### src/hw/rtl/u8d_pkg.sv
// Types and constants of the UTF-8 decoder.
`timescale 1ns / 1ps

package u8d_pkg;

	typedef enum logic [1:0] {
		ST_OK    = 2'd0,
		ST_SKIP  = 2'd1,
		ST_ERROR = 2'd2,
		ST_END   = 2'd3
	} status_t;

	localparam int CpWidth = 21;

	localparam logic [CpWidth-1:0] CP_MIN2   = 21'h000080;
	localparam logic [CpWidth-1:0] CP_MIN3   = 21'h000800;
	localparam logic [CpWidth-1:0] CP_SUR_LO = 21'h00d800;
	localparam logic [CpWidth-1:0] CP_SUR_HI = 21'h00dfff;
	localparam logic [CpWidth-1:0] CP_BOM    = 21'h00feff;
	localparam logic [CpWidth-1:0] CP_MIN4   = 21'h010000;
	localparam logic [CpWidth-1:0] CP_MAX    = 21'h10ffff;

	// Partial sequence carried between bytes.
	typedef struct packed {
		logic [1:0]         owed;
		logic [2:0]         len;
		logic [CpWidth-1:0] partial;
	} state_t;

	typedef struct packed {
		logic               valid;
		logic [CpWidth-1:0] code_point;
		status_t            status;
	} result_t;

endpackage

### src/hw/rtl/u8d_if.sv
// Valid/ready channels for input bytes and decoded characters.
`timescale 1ns / 1ps

interface u8d_byte_if;
	logic       valid;
	logic       ready;
	logic [7:0] in_byte;
	logic       is_last;

	modport source (output valid, output in_byte, output is_last, input ready);
	modport sink (input valid, input in_byte, input is_last, output ready);
endinterface

interface u8d_char_if;
	import u8d_pkg::*;
	logic               valid;
	logic               ready;
	logic [CpWidth-1:0] code_point;
	status_t            status;

	modport source (output valid, output code_point, output status, input ready);
	modport sink (input valid, input code_point, input status, output ready);
endinterface

### src/hw/rtl/utf8_to_codepoint_decoder.sv
// Top level of the UTF-8 to code point decoder.
`timescale 1ns / 1ps
//
// Channels: text carries one UTF-8 byte per beat (in_byte, plus is_last when
// the text length ends after that byte). chars carries one decoded character
// per beat: code_point and status (ok, skipped, error, end of text).
// Bytes that leave a sequence open produce no beat on chars.
//
// Path: input register, decode step, then result register driving chars.
// Throughput: one byte per cycle, set by the input register and the result
// register around a single decode step; chars stalls do not block text until
// both registers are full.
//
// Reset: arst_n clears the sequence state and both valid flags; the decoder
// then waits for a lead byte.
// Stall: while chars.ready is low, the result beat holds; one more byte may
// be taken into the input register, after which text.ready drops.
//
module utf8_to_codepoint_decoder (
	input logic       clk,
	input logic       arst_n,
	u8d_byte_if.sink   text,
	u8d_char_if.source chars
);
	import u8d_pkg::*;

	logic               valid_s1;
	logic [7:0]         byte_s1;
	logic               last_s1;
	state_t             state_q;
	state_t             state_nxt;
	result_t            res;
	logic               out_valid_q;
	logic [CpWidth-1:0] cp_q;
	status_t            status_q;
	logic               advance;

	assign advance    = valid_s1 && (!out_valid_q || chars.ready);
	assign text.ready = !valid_s1 || advance;

	u8d_step u_step (
		.cur     (state_q),
		.in_byte (byte_s1),
		.is_last (last_s1),
		.nxt     (state_nxt),
		.res     (res)
	);

	always_ff @(posedge clk or negedge arst_n) begin
		if (!arst_n) begin
			valid_s1 <= 1'b0;
		end else if (text.valid && text.ready) begin
			valid_s1 <= 1'b1;
		end else if (advance) begin
			valid_s1 <= 1'b0;
		end
	end

	always_ff @(posedge clk) begin
		if (text.valid && text.ready) begin
			byte_s1 <= text.in_byte;
			last_s1 <= text.is_last;
		end
	end

	always_ff @(posedge clk or negedge arst_n) begin
		if (!arst_n) begin
			state_q <= '0;
		end else if (advance) begin
			state_q <= state_nxt;
		end
	end

	always_ff @(posedge clk or negedge arst_n) begin
		if (!arst_n) begin
			out_valid_q <= 1'b0;
		end else if (advance) begin
			out_valid_q <= res.valid;
		end else if (chars.ready) begin
			out_valid_q <= 1'b0;
		end
	end

	always_ff @(posedge clk) begin
		if (advance && res.valid) begin
			cp_q     <= res.code_point;
			status_q <= res.status;
		end
	end

	assign chars.valid      = out_valid_q;
	assign chars.code_point = cp_q;
	assign chars.status     = status_q;

endmodule

### src/hw/rtl/u8d_step.sv
// One decode step: sequence state and one byte in, next state and optional result out.
`timescale 1ns / 1ps

module u8d_step (
	input  u8d_pkg::state_t  cur,
	input  logic [7:0]       in_byte,
	input  logic             is_last,
	output u8d_pkg::state_t  nxt,
	output u8d_pkg::result_t res
);
	import u8d_pkg::*;

	logic [CpWidth-1:0] joined;
	logic [1:0]         owed_dec;
	status_t            cls;

	assign joined   = {cur.partial[CpWidth-7:0], in_byte[5:0]};
	assign owed_dec = cur.owed - 2'd1;

	always_comb begin
		cls = ST_OK;
		unique case (cur.len)
			3'd2: begin
				if (joined < CP_MIN2) cls = ST_SKIP;
			end
			3'd3: begin
				if (joined < CP_MIN3 || joined == CP_BOM ||
				    (joined >= CP_SUR_LO && joined <= CP_SUR_HI)) cls = ST_SKIP;
			end
			default: begin
				if (joined < CP_MIN4 || joined > CP_MAX) cls = ST_SKIP;
			end
		endcase
	end

	always_comb begin
		nxt = '0;
		res = '{valid: 1'b0, code_point: '0, status: ST_OK};
		if (cur.owed == 2'd0) begin
			if (in_byte == 8'h00) begin
				res.valid  = 1'b1;
				res.status = ST_END;
			end else if (!in_byte[7]) begin
				res.valid      = 1'b1;
				res.code_point = {{(CpWidth-8){1'b0}}, in_byte};
			end else if (in_byte[7:5] == 3'b110 || in_byte[7:4] == 4'b1110 ||
			             in_byte[7:3] == 5'b11110) begin
				if (is_last) begin
					res.valid  = 1'b1;
					res.status = ST_ERROR;
				end else if (in_byte[7:5] == 3'b110) begin
					nxt.owed    = 2'd1;
					nxt.len     = 3'd2;
					nxt.partial = {{(CpWidth-5){1'b0}}, in_byte[4:0]};
				end else if (in_byte[7:4] == 4'b1110) begin
					nxt.owed    = 2'd2;
					nxt.len     = 3'd3;
					nxt.partial = {{(CpWidth-4){1'b0}}, in_byte[3:0]};
				end else begin
					nxt.owed    = 2'd3;
					nxt.len     = 3'd4;
					nxt.partial = {{(CpWidth-3){1'b0}}, in_byte[2:0]};
				end
			end else begin
				res.valid  = 1'b1;
				res.status = ST_ERROR;
			end
		end else if (in_byte[7:6] != 2'b10) begin
			res.valid  = 1'b1;
			res.status = ST_ERROR;
		end else if (owed_dec == 2'd0) begin
			res.valid      = 1'b1;
			res.code_point = joined;
			res.status     = cls;
		end else if (is_last) begin
			// sequence cut off before its final continuation byte
			res.valid  = 1'b1;
			res.status = ST_ERROR;
		end else begin
			nxt.owed    = owed_dec;
			nxt.len     = cur.len;
			nxt.partial = joined;
		end
	end

endmodule

### src/flat_wrapper.sv
// flat-port wrapper written by rule: the top's interface ports become plain ports
module utf8_to_codepoint_decoder_flat import u8d_pkg::*;
  (clk, arst_n, text_valid, text_in_byte, text_is_last, text_ready, chars_valid, chars_code_point, chars_status, chars_ready);
  u8d_byte_if text_i ();
  u8d_char_if chars_i ();
  input logic clk;
  input logic arst_n;
  input wire logic [$bits(text_i.valid)-1:0] text_valid;
  input wire logic [$bits(text_i.in_byte)-1:0] text_in_byte;
  input wire logic [$bits(text_i.is_last)-1:0] text_is_last;
  output wire logic [$bits(text_i.ready)-1:0] text_ready;
  output wire logic [$bits(chars_i.valid)-1:0] chars_valid;
  output wire logic [$bits(chars_i.code_point)-1:0] chars_code_point;
  output wire logic [$bits(chars_i.status)-1:0] chars_status;
  input wire logic [$bits(chars_i.ready)-1:0] chars_ready;
  assign text_i.valid = text_valid;
  assign text_i.in_byte = text_in_byte;
  assign text_i.is_last = text_is_last;
  assign text_ready = text_i.ready;
  assign chars_valid = chars_i.valid;
  assign chars_code_point = chars_i.code_point;
  assign chars_status = chars_i.status;
  assign chars_i.ready = chars_ready;
  utf8_to_codepoint_decoder u_core (.clk(clk), .arst_n(arst_n), .text(text_i), .chars(chars_i));
endmodule
### config.mk
export PLATFORM = sky130hd
export DESIGN_NAME = utf8_to_codepoint_decoder_flat
export DESIGN_NICKNAME = d
export VERILOG_FILES = /design/src/hw/rtl/u8d_pkg.sv /design/src/hw/rtl/u8d_if.sv /design/src/hw/rtl/utf8_to_codepoint_decoder.sv /design/src/hw/rtl/u8d_step.sv /design/src/flat_wrapper.sv
export SDC_FILE = /design/constraint.sdc
export NUM_CORES = 1
export LEC_CHECK = 0
export BUFFER_PORTS_ARGS = -buffer_cell sky130_fd_sc_hd__buf_2
export CAP_MARGIN = 20
export CORE_ASPECT_RATIO = 0.6
export CORE_UTILIZATION = 50
export CTS_CLUSTER_SIZE = 28
export DETAILED_ROUTE_END_ITERATION = 16
export GPL_TIMING_DRIVEN = 0
export PLACE_DENSITY = 0.76
export REMOVE_ABC_BUFFERS = 1
export SETUP_SLACK_MARGIN = 0.1
export SYNTH_ARGS = -nofsm -noshare
export SYNTH_HDL_FRONTEND = slang
export SYNTH_SLANG_ARGS = --single-unit
### constraint.sdc
create_clock -name clk -period 2.7 [get_ports clk]
set_input_delay 0.81 -clock clk [delete_from_list [all_inputs] [get_ports clk]]
set_output_delay 0.81 -clock clk [all_outputs]
set_load 0.005 [all_outputs]
; ---- Yosys cells after proc, flatten, opt, wreduce, memory -nomap -nowiden
; Index checks and enable logic that the tools add are counted.
[word_totals]
word_cells = 78
regBits = 54
input_bits = 13
out_inout_bits = 25
[op_classes]
mux = 35
n_reduce_logical = 20
addsub = 1
n_lt_le_gt_ge = 6
eq_ne = 7
[op_table]
columns = cell, n
row1 = two-way mux 26 bit, 9
row2 = two-way mux 21 bit, 2
row3 = two-way mux 25 bit, 1
row4 = two-way mux 24 bit, 1
row5 = "equality test 21 x 16 -> 1 bit, second input constant", 1
row6 = ">= comparator 21 x 16 -> 1 bit, second input constant", 1
row7 = "greater-than comparator 21 bit, second input constant", 1
row8 = "<= comparator 21 x 16 -> 1 bit, second input constant", 1
row9 = "< comparator 21 x 12 -> 1 bit, second input constant", 1
row10 = "< comparator 21 x 17 -> 1 bit, second input constant", 1
row11 = "< comparator 21 x 8 -> 1 bit, second input constant", 1
row12 = two-way mux 7 bit, 2
row13 = two-way mux 1 bit, 13
row14 = two-way mux 2 bit, 6
row15 = logical NOT 8 bit, 1
row16 = logical OR 1 bit, 7
row17 = "equality test 3 x 2 -> 1 bit, second input constant", 2
row18 = "equality test 5 bit, second input constant", 1
row19 = "equality test 4 bit, second input constant", 1
row20 = logical AND 1 bit, 4
row21 = logical NOT 2 bit, 2
row22 = case mux 2 bit (2 select lines), 1
row23 = nonzero test 2 bit, 2
row24 = nonzero test 4 bit, 1
row25 = 5 further kinds, 6

; ---- Logic depth before layout (Yosys ltp)
; Gate-level depths: netlist of run 1.
[logic_depth]
depth_word = 9
ltp_mapped = 8
depth_no_buf = 6

; ---- Hierarchy
; From an unflattened synthesis of run 1, not the netlist that was laid out.
[unflattened]
cells_unflattened = 201
area_unflattened_um2 = 2765.2
[modules_own_cells]
columns = mod, seq_area_each_um2, n_inst, cells_per_inst, area_each_um2
row1 = utf8_to_codepoint_decoder, 1661.6, 1, 97, 2130.8
row2 = u8d_step, 0.0, 1, 104, 634.4

; ---- Worst setup path after synthesis of run 1
; No wires, ideal clock.
[synth_path]
kind = input to register
start = input chars_ready
end = register u_core.cp_q[0], in the netlist u_core.chars.code_point[0], enable pin
t_arrival_ns = 2.322
path_slack_ns = -0.024
required_time_ns = 2.297
stages = 4
setup_ns = 0.403
cell_sequence = nand2b_1 nand2_1 or2_4 nor2_1
[synth_between]
elab_chain_cells = 3
[synth_rtl]
columns = element, line_no
row1 = start: declaration, flat_wrapper.sv:15  ; input wire logic [$bits(chars_i.ready)-1:0] chars_ready;
row2 = logical OR 1 bit, utf8_to_codepoint_decoder.sv:38  ; assign advance = valid_s1 && (!out_valid_q || chars.ready);
row3 = logical AND 1 bit, utf8_to_codepoint_decoder.sv:38
row4 = logical AND 1 bit, utf8_to_codepoint_decoder.sv:85  ; if (advance && res.valid) begin
row5 = end signal: assignment, utf8_to_codepoint_decoder.sv:86  ; cp_q <= res.code_point;
row6 = end: declaration, utf8_to_codepoint_decoder.sv:34  ; logic [CpWidth-1:0] cp_q;
; No other way between the ends.
; A chain may end at the register's enable or synchronous reset.

; ---- Worst setup path after layout of run 1
[layout_path]
start = input chars_ready
end = register u_core.cp_q[7], in the netlist u_core.chars.code_point[7], enable pin
; Same word-level chain as after synthesis.

==> results of run 1 <==
[flip-flops by register name, indices dropped and copies added (netlist names)]
| name | count |
|---|---|
| u_core.chars.code_point | 21 |
| u_core.state_q | 20 |
| u_core.byte_s1 | 8 |
| u_core.chars.status | 2 |
| u_core.chars.valid | 1 |
| u_core.last_s1 | 1 |
| u_core.valid_s1 | 1 |
[Yosys cell counts (2+ instances only)]
cell,instances
edfxtp_1,32
nand2_1,30
dfrtp_1,22
and2_1,16
o21ai_0,11
o21ai_1,8
inv_1,6
nor2_1,6
nor4_1,6
nor2b_1,5
a21oi_1,4
a31oi_1,4
a22o_1,3
clkbuf_1,3
nand2b_1,3
nand3_1,3
nand3b_1,3
a211oi_1,2
buf_2,2
buf_6,2
ha_1,2
nand4b_1,2
nor3_1,2
o31ai_1,2
or3_1,2
[critical path: cells and delay by family]
family / cells / cell delay (ps)
buffers and inverters: 2 / 310
and+or+nand+nor: 4 / 1250
[where the power goes]
group          leakage, nW  total [mW]  internal (mW)  switching [mW]
clock network       0.0472       0.467          0.206           0.261
registers            0.614        1.01          0.967          0.0461
logic                0.431       0.275          0.107           0.168
[kinds of logic (layout without fill, tap and decap cells)]
logic type | count (synthesis) | count (layout) | share of synthesized area (%)
buffers and inverters | 15 | 55 | 3.28
AOI/OAI and AO/OA | 39 | 39 | 10.1
and+or+nand+nor | 87 | 87 | 20.6
xor gates and xnor gates | 1 | 1 | 0.370
muxes | 1 | 1 | 0.635
DFF | 54 | 54 | 63.9
adders and majority gates | 2 | 2 | 1.06
[metrics by stage]
step	setup TNS (ps)	utilization [%]	cell area (sq um)	cells	total power [mW]
after floorplan	-10700	-	2310	190	1.18
after global placement	-28480	59.4	2570	287	1.28
after detailed placement	-6760	59.8	2590	288	1.30
after CTS	0	62.1	2690	296	1.76
after global routing	0	62.6	2710	299	1.84
final	0	62.6	2710	299	1.76
[routing by layer]
metal | vias up | track usage, % | wire, um
met5 | - | 0 | 0
met4 | 0 | 7.71 | 95
met3 | 12 | 4.41 | 321
met2 | 71 | 27.6 | 2000
met1 | 814 | 28.1 | 2080
li1 | 801 | - | -
[how the worst min path moves through the flow]
stage	cells after the start	endpoint	from
floorplan	2	u_core.state_q[13]$_DFFE_PN0P_	u_core.state_q[13]$_DFFE_PN0P_
global placement	2	u_core.state_q[23]$_DFFE_PN0P_	u_core.state_q[23]$_DFFE_PN0P_
detailed placement	1	u_core.state_q[22]$_DFFE_PN0P_	u_core.state_q[22]$_DFFE_PN0P_
CTS	1	u_core.state_q[23]$_DFFE_PN0P_	arst_n
global route	1	u_core.state_q[24]$_DFFE_PN0P_	arst_n
finish	1	u_core.state_q[24]$_DFFE_PN0P_	arst_n
[area by class of cell]
class	instances	area, sq um	area share (%)
flip-flops and latches	54	1510	55.8
multi-input cells	130	781	28.8
repair buffers	41	223	8.23
clock buffers	6	82.6	3.05
well taps	60	75.1	2.77
inverters	6	22.5	0.832
clock inverters	2	12.5	0.462
[timing repair]
item	in CTS	in global routing
hold endpoints to repair	0	0
buffers inserted	0	3
resized for setup	1	0
pin swaps	0	1
setup endpoints to repair	17	17
==> metrics.txt, run 1 <==
run status=finished, final reports clean; Synth warnings=0; Post-synth EDFFs=32; Synth async-reset ratio=40.7%; Max H-tree Level=2; first-pass GRT wire length=7420 um; final worst path period share=87.0%; drt drc=0; Critical Path Start Type=input port; DIE HEIGHT=55.3 um; port bufs=37; I/O pins=38; most used flip-flop cell after synthesis=edfxtp_1; Mapped Avg Cell Area=11.9 sq um; overall global routing resource usage=19.1%; CP endpoint kind=flip-flop; Crit path largest cell delay=420 ps; commonest non-fill, non-tap cells in the layout=buf_2, edfxtp_1, nand2_1, dfrtp_1, and2_1; Crit Path Max Fanout=35; max_cap viols=0; Die X=90.8 um; cell count of the worst reg-to-reg path=7; CP cell instances=buf_2, nand2b_1, nand2_2, or2_4, nor2_2, buf_8; Reg-to-Reg End=u_core.chars.code_point[7]$_SDFFCE_PP0P_; Avg WL per Cell=15.0 um; RSZ-0062 raised after global routing=false; clk sink count=54; Inserted Diodes=0; relative slew slack=56.8%; 1st-iter DRT viols=137; post-detailed-route count of antenna-violating nets=0; total die area=5020 sq um; min Tclk post-route=2350 ps; Hold Buf Count CTS=0; initial core utilization=54.7%; Rows=18; vias in the first global route=1,487; Synth area leader=edfxtp_1; Synth cell types=43; Worst R2R Start=u_core.state_q[24]$_DFFE_PN0P_; R2R setup slack=410 ps; hpwl dp=3180 um; final-layout fill cell count=358; Yosys top cell area share=40.6%; Yosys reg bits=54; VDD IR max=0.000351 V; smallest setup slack after layout=350 ps; final slew viol count=0; largest cells by area after synthesis=edfxtp_1, dfrtp_1, nand2_1; Static Leak=1.09 nW; CTS root buffer=clkbuf_8; synthesized netlist cell count=199; drt first pass iters=4; sequential share of the synthesized area=63.9%; Final Skew=4.59 ps; Core Area=4320 sq um; pwr dens=648 nW/um^2; share of cells above drive strength 1=23.8%; vias=1,698; critical path's slowest cell=or2_4; Worst Path Required=2730 ps; Final Hold Vio Count=0; crit path kind=in2reg; post-synthesis cell area=2360 sq um; TritonCTS buffer count=5; largest net degree at the start of global routing=36; final WL=4500 um; area grow syn2layout=14.5%; gpl congestion=0.834; DP Worst Slack=-343 ps; CP endpoint=u_core.chars.code_point[7]$_SDFFCE_PP0P_; GRT overflow=0; via density per instance=5.68; initial antenna violation count=0; Setup violations, final=0; Achievable Freq=426 MHz; critical path arrival=2380 ps; worst-skew pair later-pin latency=310 ps; final hold slack=439 ps; Worst Hold Class=in2async; TritonCTS clock tree=yes; origin of the worst setup path=chars_ready; Slew @ Worst Pin=639 ps; commonest non-fill, non-tap cell in the layout=buf_2; clk slew on worst S/H paths=90 ps; final net count=253; CTS max path bufs=2
Power figures use the tool's default switching activity.
==> inputs of run 2 (changes only) <==
--- a/config.mk
+++ b/config.mk
@@ -5,14 +5,14 @@
 export SDC_FILE = /design/constraint.sdc
 export NUM_CORES = 1
 export LEC_CHECK = 0
-export BUFFER_PORTS_ARGS = -buffer_cell sky130_fd_sc_hd__buf_2
 export CAP_MARGIN = 20
 export CORE_ASPECT_RATIO = 0.6
-export CORE_UTILIZATION = 50
+export CORE_UTILIZATION = 56
 export CTS_CLUSTER_SIZE = 28
 export DETAILED_ROUTE_END_ITERATION = 16
+export DONT_BUFFER_PORTS = 1
 export GPL_TIMING_DRIVEN = 0
-export PLACE_DENSITY = 0.76
+export PLACE_DENSITY = 0.75
 export REMOVE_ABC_BUFFERS = 1
 export SETUP_SLACK_MARGIN = 0.1
 export SYNTH_ARGS = -nofsm -noshare
==> run 2 against run 1 <==
Flip-flop and latch count did not move; via count fell by 8.0%; critical path type is now reg2reg; largest cell class unchanged; cell count shrank 14%; clock power down 7.5%; combinational power shrank 23%; power decreased by 4.7%.
==> metrics.txt, run 2 (same netlist as run 1, synthesis figures left out) <==
crit path kind=reg2reg; worst-skew pair later-pin latency=310 ps (about the same); pwr dens=669 nW/um^2 (+3.2%); DIE HEIGHT=52.3 um (-5.3%); post-detailed-route count of antenna-violating nets=0 (unchanged); CTS root buffer=clkbuf_8; Die X=85.9 um (-5.4%); via density per instance=6.05 (+6.6%); max FFs per register=21 (unchanged); hpwl dp=3030 um (-4.5%); Crit Path Max Fanout=16 (-54%); register area=1510 sq um (unchanged); DP Worst Slack=-271 ps (+71.9 ps); smallest setup slack after layout=398 ps (+47.8 ps); share of cells above drive strength 1=8.96% (-15 points); drt first pass iters=5 (+1); critical path's slowest cell=dfrtp_1; clk sink count=54 (unchanged); Rows=17 (-1); run status=finished, final reports clean; GRT overflow=0 (unchanged); TritonCTS clock tree=yes; Worst Path Required=2720 ps (about the same); final slew viol count=0 (unchanged); Static Leak=0.932 nW (-15%); max_cap viols=0 (unchanged); first-pass GRT wire length=6890 um (-7.2%); commonest non-fill, non-tap cell in the layout=edfxtp_1; vias=1,562 (-8.0%); CP cell instances=inv_1, ha_1, or3b_4, nor3_4, or2_4, nor2_2, buf_8; Avg WL per Cell=17.0 um (+13%); clk slew on worst S/H paths=100 ps (about the same); Inserted Diodes=0 (unchanged); Crit path largest cell delay=420 ps (about the same); Core Area=3850 sq um (-11%); initial core utilization=61.4% (+6.7 points); area grow syn2layout=5.66%; multi-input logic area=781 sq um (unchanged); final net count=215 (-15%); setup_tns=0 ps (unchanged); 1st-iter DRT viols=173 (+26%); vias in the first global route=1,430 (-3.8%); Critical Path Start Type=flip-flop; gpl congestion=0.884 (+6.0%); Slew @ Worst Pin=593 ps (-46.2 ps); commonest non-fill, non-tap cells in the layout=edfxtp_1, nand2_1, dfrtp_1, and2_1, o21ai_0; port bufs=0 (-100%); I/O pins=38 (unchanged); initial antenna violation count=0 (unchanged); Final Hold Vio Count=0 (unchanged); relative slew slack=59.5% (+2.7 points); RSZ-0062 raised after global routing=false; Achievable Freq=434 MHz (+2.1%); Final Skew=12.0 ps (+7.43 ps); CP endpoint kind=flip-flop; final worst path period share=85.3% (-1.8 points); fin area=2500 sq um (-7.7%); VDD IR max=0.000409 V (+16%); final WL=4390 um (-2.4%); Worst Hold Class=in2async; post-layout util=64.9% (+2.3 points); final-layout fill cell count=295 (-18%); min Tclk post-route=2300 ps (-47.8 ps); CTS max path bufs=2 (unchanged); total die area=4500 sq um (-10%); Max H-tree Level=2 (unchanged); TritonCTS buffer count=5 (unchanged); critical path arrival=2320 ps (-60 ps); placed cell area=2400 sq um (-7.3%); drt drc=0 (unchanged); Setup violations, final=0 (unchanged); overall global routing resource usage=20.9% (+1.8 points); largest net degree at the start of global routing=36 (unchanged)
[run 2: changes by cell type in the layout (fill, tap and decap cells not counted), sizes merged]
| cell | change |
|---|---|
| buf | -38 |
| clkinv | +1 |
| clkinvlp | -1 |
[run 2: timing repair]
item	4_1_cts	5_1_grt
setup endpoints to repair	16	14
setup buffers	0	2
pin swaps	0	1
gates resized for setup	1	0
hold endpoints to repair	0	0
hold buffers	0	0
[run 2: critical path: cells and delay by family (launching register included)]
family        cells  cell delay (ps)
buf+inv           2              320
flops             1              420
simple gates      4              930
fa+ha+maj         1              340
[run 2: per-stage QoR]
| stage | power (mW) | instances | hold WS [ps] |
|---|---|---|---|
| global route | 1.73 | 258 | 169 |
| detailed placement | 1.25 | 248 | 504 |
| CTS | 1.67 | 256 | 177 |
| finish | 1.67 | 258 | 175 |
| floorplan | 1.18 | 190 | 464 |
| global placement | 1.23 | 247 | 487 |
[run 2: path summary, 6_finish.rpt]
check / from / endpoint / slack [ps] / cells after the start
max: u_core.state_q[24]$_DFFE_PN0P_ / u_core.chars.code_point[20]$_SDFFCE_PP0P_ / 400 / 7
min reg2reg: u_core.state_q[10]$_DFFE_PN0P_ / u_core.state_q[10]$_DFFE_PN0P_ / 520 / 2
max in group asynchronous: arst_n / u_core.state_q[6]$_DFFE_PN0P_ / 2440 / 0
min: arst_n / u_core.chars.valid$_DFFE_PN0P_ / 180 / 0
max reg2reg: u_core.state_q[24]$_DFFE_PN0P_ / u_core.chars.code_point[20]$_SDFFCE_PP0P_ / 400 / 7
min in group clk: u_core.state_q[10]$_DFFE_PN0P_ / u_core.state_q[10]$_DFFE_PN0P_ / 520 / 2
[run 2: cell type report]
class / count / share of cell area (%)
Clock inverter: 2 / 0.401
Sequential cell: 54 / 60.5
Clock buffer: 6 / 2.90
Multi-Input combinational cell: 130 / 31.2
Timing Repair Buffer: 3 / 1.20
Inverter: 6 / 0.901
Tap cell: 57 / 2.85
[run 2: metal layers]
layer | part of all wire (%) | up-vias | global-route usage [%]
li1 | - | 718 | -
met1 | 45 | 750 | 29.1
met2 | 45 | 84 | 31.3
met3 | 7.8 | 10 | 5.35
met4 | 1.7 | 0 | 9.44
met5 | 0 | - | 0
[run 2: where the power goes]
group | internal [mW] | switching (mW) | leakage [nW]
clock | 0.180 | 0.252 | 0.0450
sequential | 0.968 | 0.0608 | 0.614
combinational | 0.0703 | 0.140 | 0.274
